[config.mk]
export PLATFORM = sky130hd
export DESIGN_NAME = gct_mul
export DESIGN_NICKNAME = d
export VERILOG_FILES = /design/src/gct_mul.sv
export SDC_FILE = /design/constraint.sdc
export NUM_CORES = 2
export LEC_CHECK = 0
export BUFFER_PORTS_ARGS = -buffer_cell sky130_fd_sc_hd__buf_2
export CORE_ASPECT_RATIO = 0.5
export CORE_UTILIZATION = 40
export CTS_BUF_LIST = sky130_fd_sc_hd__clkbuf_4 sky130_fd_sc_hd__clkbuf_8
export DETAILED_ROUTE_END_ITERATION = 16
export HOLD_SLACK_MARGIN = 0.12
export MAX_ROUTING_LAYER = met4
export PLACE_DENSITY = 0.53
export SETUP_SLACK_MARGIN = 0.05
export SYNTH_ARGS = -nofsm -noshare
export SYNTH_HDL_FRONTEND = slang
export SYNTH_SLANG_ARGS = --single-unit
[constraint.sdc]
create_clock -name clk -period 8.68 [get_ports clk]
set_clock_uncertainty 0.05 [all_clocks]
set_input_delay 0.868 -clock clk [delete_from_list [all_inputs] [get_ports clk]]
set_output_delay 0.868 -clock clk [all_outputs]
set_load 0.01 [all_outputs]
[src/gct_mul.sv]
`timescale 1ns / 1ps
// Two-stage signed multiplier: split partial products, then sum.
// Standalone; stage enables come from the owning pipeline.
module gct_mul #(
  parameter int A_W = 17,
  parameter int B_W = 35
) (
  input  logic                        clk,
  input  logic                        en_a,
  input  logic                        en_b,
  input  logic signed [A_W-1:0]       a,
  input  logic signed [B_W-1:0]       b,
  output logic signed [A_W+B_W-1:0]   p
);

  localparam int LO_W = B_W / 2;
  localparam int HI_W = B_W - LO_W;
  localparam int P_W  = A_W + B_W;

  logic signed [A_W+LO_W:0]   pl;
  logic signed [A_W+HI_W-1:0] ph;
  logic signed [LO_W:0]       b_lo;
  logic signed [HI_W-1:0]     b_hi;

  assign b_lo = $signed({1'b0, b[LO_W-1:0]});
  assign b_hi = b[B_W-1:LO_W];

  always_ff @(posedge clk) begin
    if (en_a) begin
      pl <= (A_W+LO_W+1)'(a) * (A_W+LO_W+1)'(b_lo);
      ph <= (A_W+HI_W)'(a) * (A_W+HI_W)'(b_hi);
    end
    if (en_b) begin
      p <= (P_W'(ph) <<< LO_W) + P_W'(pl);
    end
  end

endmodule

Yosys cells after proc, flatten, opt, wreduce, memory -nomap -nowiden. Index checks and enable logic that the tools add are counted.

Bits in registers: 122. Input bits: 55. Logic and storage cells: 6.

Add/sub/neg operators: 1. $mul: 2.

Operator list (number): multiplier 17 x 18 -> 35 bit (2); adder 52 x 35 -> 52 bit (1).

Depth between registers and ports, before layout.
Depth after elaboration: 1. Gate-level depth with buffers: 23. Mapped depth without buffers: 22.

Least setup slack after synthesis. No wires, ideal clock.

Path kind: in2reg. Start: in a[8]. End: reg pl[34] (data pin). Setup time: 264 ps. Stages on the path: 21. Path slack: 1920 ps. Buffers on the path: 2. Arrival: 6447 ps. Data required time: 8366 ps. Cells stage by stage: clkbuf_1 -> clkbuf_1 -> nand2_1 -> fa_1 -> fa_1 -> inv_1 -> fa_1 -> fa_1 -> fa_1 -> inv_1 -> fa_1 -> inv_1 -> ha_1 -> a211oi_1 -> o21bai_1 -> a211oi_1 -> nor2_1 -> a2111oi_2 -> o211ai_1 -> a211oi_1 -> xnor2_1.

Cells in the longest elaborated chain, start to end: 1.

RTL lines: start, declared (RTL line 11) `input logic signed [A_W-1:0] a,`; multiplier 17 x 18 -> 35 bit (RTL line 30) `pl <= (A_W+LO_W+1)'(a) * (A_W+LO_W+1)'(b_lo);`; end signal, assigned (RTL line 30); end, declared (RTL line 20) `logic signed [A_W+LO_W:0] pl;`.

Every way passes these cells. A chain may end at the register's enable or synchronous reset.

Worst setup path in the final report.
Start: in a[3]. End: reg ph[31] (data pin).

Cells in the longest elaborated chain, start to end: 1.

RTL lines: multiplier 17 x 18 -> 35 bit (RTL line 31) `ph <= (A_W+HI_W)'(a) * (A_W+HI_W)'(b_hi);`; end signal, assigned (RTL line 31); end, declared (RTL line 21) `logic signed [A_W+HI_W-1:0] ph;`.

Every way passes these cells.

==> results.sh <==
export IMPL_dr_pass1_iters=5
export IMPL_n_fill_cell=6434
export IMPL_cp_start_kind="input port"
export IMPL_min_to="p[13]"
export IMPL_min_delay_start="pl[13]"
export IMPL_cts_buffers=17
export IMPL_use_met3_pct=5.02
export IMPL_top_usage_layer="met2"
export IMPL_numClockSinks=122
export IMPL_synth_enable_flop_cells=122
export IMPL_cts_setup_buffers=0
export IMPL_yosysWarnings=0
export IMPL_ys_flop_type="edfxtp_1"
export IMPL_reg2reg_slack_ps=4930
export IMPL_setup_slack_ps=491
export IMPL_layout_commonest_cell="inv_1"
export IMPL_grt_usage_pct=22.2
export IMPL_tns_ps=0
export IMPL_cap_viol_max_count=0
export IMPL_drive_gt1_share_pct=6.42
export IMPL_r2r_end="p[51]"
export IMPL_final_nets=3613
export IMPL_netlist_area_mm2=0.0264
export IMPL_worstSkewPairLatency_ps=520
export IMPL_hold_viol=0
export IMPL_register_area_mm2=0.00366
export IMPL_port_buffer_count=106
export IMPL_crit_path_max_fanout=35
export IMPL_clkTransAtPathRegs_ps=80
export IMPL_postSynth_asyncResetShare_pct=0
export IMPL_worstPathRequired_ps=8850
export IMPL_tightest_slew_ps=980
export IMPL_crit_arrival_ps=8360
export IMPL_cp_startpoint="a[3]"
export IMPL_hold_path_cell_count=0
export IMPL_status="finished, final reports clean"
export IMPL_num_rows=66
export IMPL_globalplace_congestion=0.885
export IMPL_grt_use_met2_pct=33.3
export IMPL_yosysUniqueCellTypes=62
export IMPL_finalCriticalPeriod_ps=8190
export IMPL_root_buffer="clkbuf_8"
export IMPL_drtAntennaViolNets=0
export IMPL_path_class="input port to register"
export IMPL_setup_viol=0
export IMPL_wl_per_cell_um=18.3
export IMPL_via_per_inst=5.00
export IMPL_route_vias_total=18400
export IMPL_grt_max_degree=71
export IMPL_drc=0
export IMPL_slew_headroom_pct=34.7
export IMPL_multi_input_area_mm2=0.0202
export IMPL_htree_levels=4
export IMPL_ios=107
export IMPL_start_util_pct=40.6
export IMPL_post_cts_resized=0
export IMPL_grt_pass1_wl_um=110000
export IMPL_gr_total_overflow=0
export IMPL_wl_um=67400
export IMPL_hpwlAfterDp_um=54800
export IMPL_fin_crit_sh_pct=94.3
export IMPL_die_w_um=366
export IMPL_max_freq_mhz=122
export IMPL_tritoncts="done"
export IMPL_mostFrequentLayoutCells="inv_1 (572), fa_1 (536), nand2_1 (313), and2_1 (290), ha_1 (249)"
export IMPL_antenna_found_initial=8
export IMPL_syn_inst=2714
export IMPL_die_y_um=184
export IMPL_first_iter_violations=1070
export IMPL_hold_buffers=0
export IMPL_slew_viol_final=0
export IMPL_grt_pass1_vias=19800
export IMPL_syn_nets=3554
export IMPL_yosysSeqAreaShare_pct=13.9
export IMPL_worst_r2r_path_depth=10
export IMPL_hold_class="register to register"
export IMPL_grtUsageMet1_pct=30.9
export IMPL_coreArea_mm2=0.0652
export IMPL_end_kind="register"
export IMPL_die_area_mm2=0.0672
export IMPL_ys_ff_latch=122
export IMPL_r2r_start="pl[34]"
export IMPL_area_growth_pct=6.97
export IMPL_rsz0062_at_grt="false"
export IMPL_clock_path_buffers=2
export IMPL_pre_cts_ws_ps=381
export IMPL_avgSynthCellArea_um2=9.74
## layer usage
layer,routed length (um),part of all wire [%]
met5,0,0
met4,983,1.5
met3,4740,7.0
met2,29500,44
met1,32200,48
## worst max-delay path, stage by stage
cell	delay [ps]
buf_2	610
nand2_1	200
inv_1	130
fa_1	590
fa_1	920
fa_1	530
fa_1	500
fa_1	490
inv_1	50
fa_1	490
inv_1	50
ha_1	420
nand3_1	210
or3_1	410
a211oi_1	660
o21ai_0	460
nand2b_1	170
a21oi_1	90
xnor2_1	510
## cell type report
type	count	area share, %
well taps	884	3.91
repair buffers	136	2.67
inverters	572	7.59
flip-flops and latches	122	13.0
clock buffers	17	0.828
diodes	7	0.0620
clock inverters	15	0.359
multi-input cells	1924	71.6
## kinds of logic after synthesis
group | synth area share, %
buf+inv | 9.53
xor+xnor | 3.02
flops | 13.9
mux | 0.0379
simple gates | 15.0
compound gates | 6.21
fa+ha+maj | 52.4
## sequential cells by signal (all words and copies together) (netlist names)
signal  cells
p          52
ph         35
pl         35
## worst max-delay path by stage
stage and endpoint:
5_1_grt ph[31], 4_1_cts ph[31], 3_5_place_dp ph[31], 6_report ph[31], 3_3_place_gp ph[31], 2_1_floorplan pl[34]
## cells in the mapped netlist (3+ instances only)
cell type / n / share of area (%)
nor3_1: 21 / 0.40
a21boi_0: 6 / 0.17
a31oi_1: 6 / 0.14
or3_1: 5 / 0.12
a211o_1: 3 / 0.099
buf_1: 3 / 0.043
ha_1: 249 / 12
nor2b_1: 6 / 0.14
a21oi_1: 78 / 1.5
o31ai_1: 5 / 0.14
nand2_1: 313 / 4.4
xor2_1: 16 / 0.53
edfxtp_1: 122 / 14
o211ai_1: 9 / 0.26
nor4_1: 5 / 0.12
and2_1: 290 / 6.9
o21a_1: 9 / 0.26
nand3_1: 21 / 0.40
clkbuf_1: 90 / 1.3
a211oi_1: 20 / 0.57
o221ai_1: 3 / 0.099
a21o_1: 31 / 0.88
fa_1: 536 / 41
nand4_1: 8 / 0.19
nor2_1: 76 / 1.1
o21ai_0: 51 / 0.97
o21ai_1: 4 / 0.076
inv_1: 572 / 8.1
buf_4: 3 / 0.085
nand2b_1: 25 / 0.59
xnor2_1: 75 / 2.5
and3_1: 5 / 0.12
o2111ai_1: 4 / 0.13
o21bai_1: 10 / 0.28
## per-stage QoR
step	hold slack, ps	std cells	util (%)	instance area, um2
floorplan	350	2714	-	26400
global placement	351	3638	42.8	27900
detailed placement	355	3638	42.8	27900
CTS	363	3670	43.4	28300
global route	377	3676	43.4	28300
finish	362	3677	43.4	28300
Power is not shown: default switching activity piles up to over one toggle a cycle in this logic, so the estimate is an artifact.
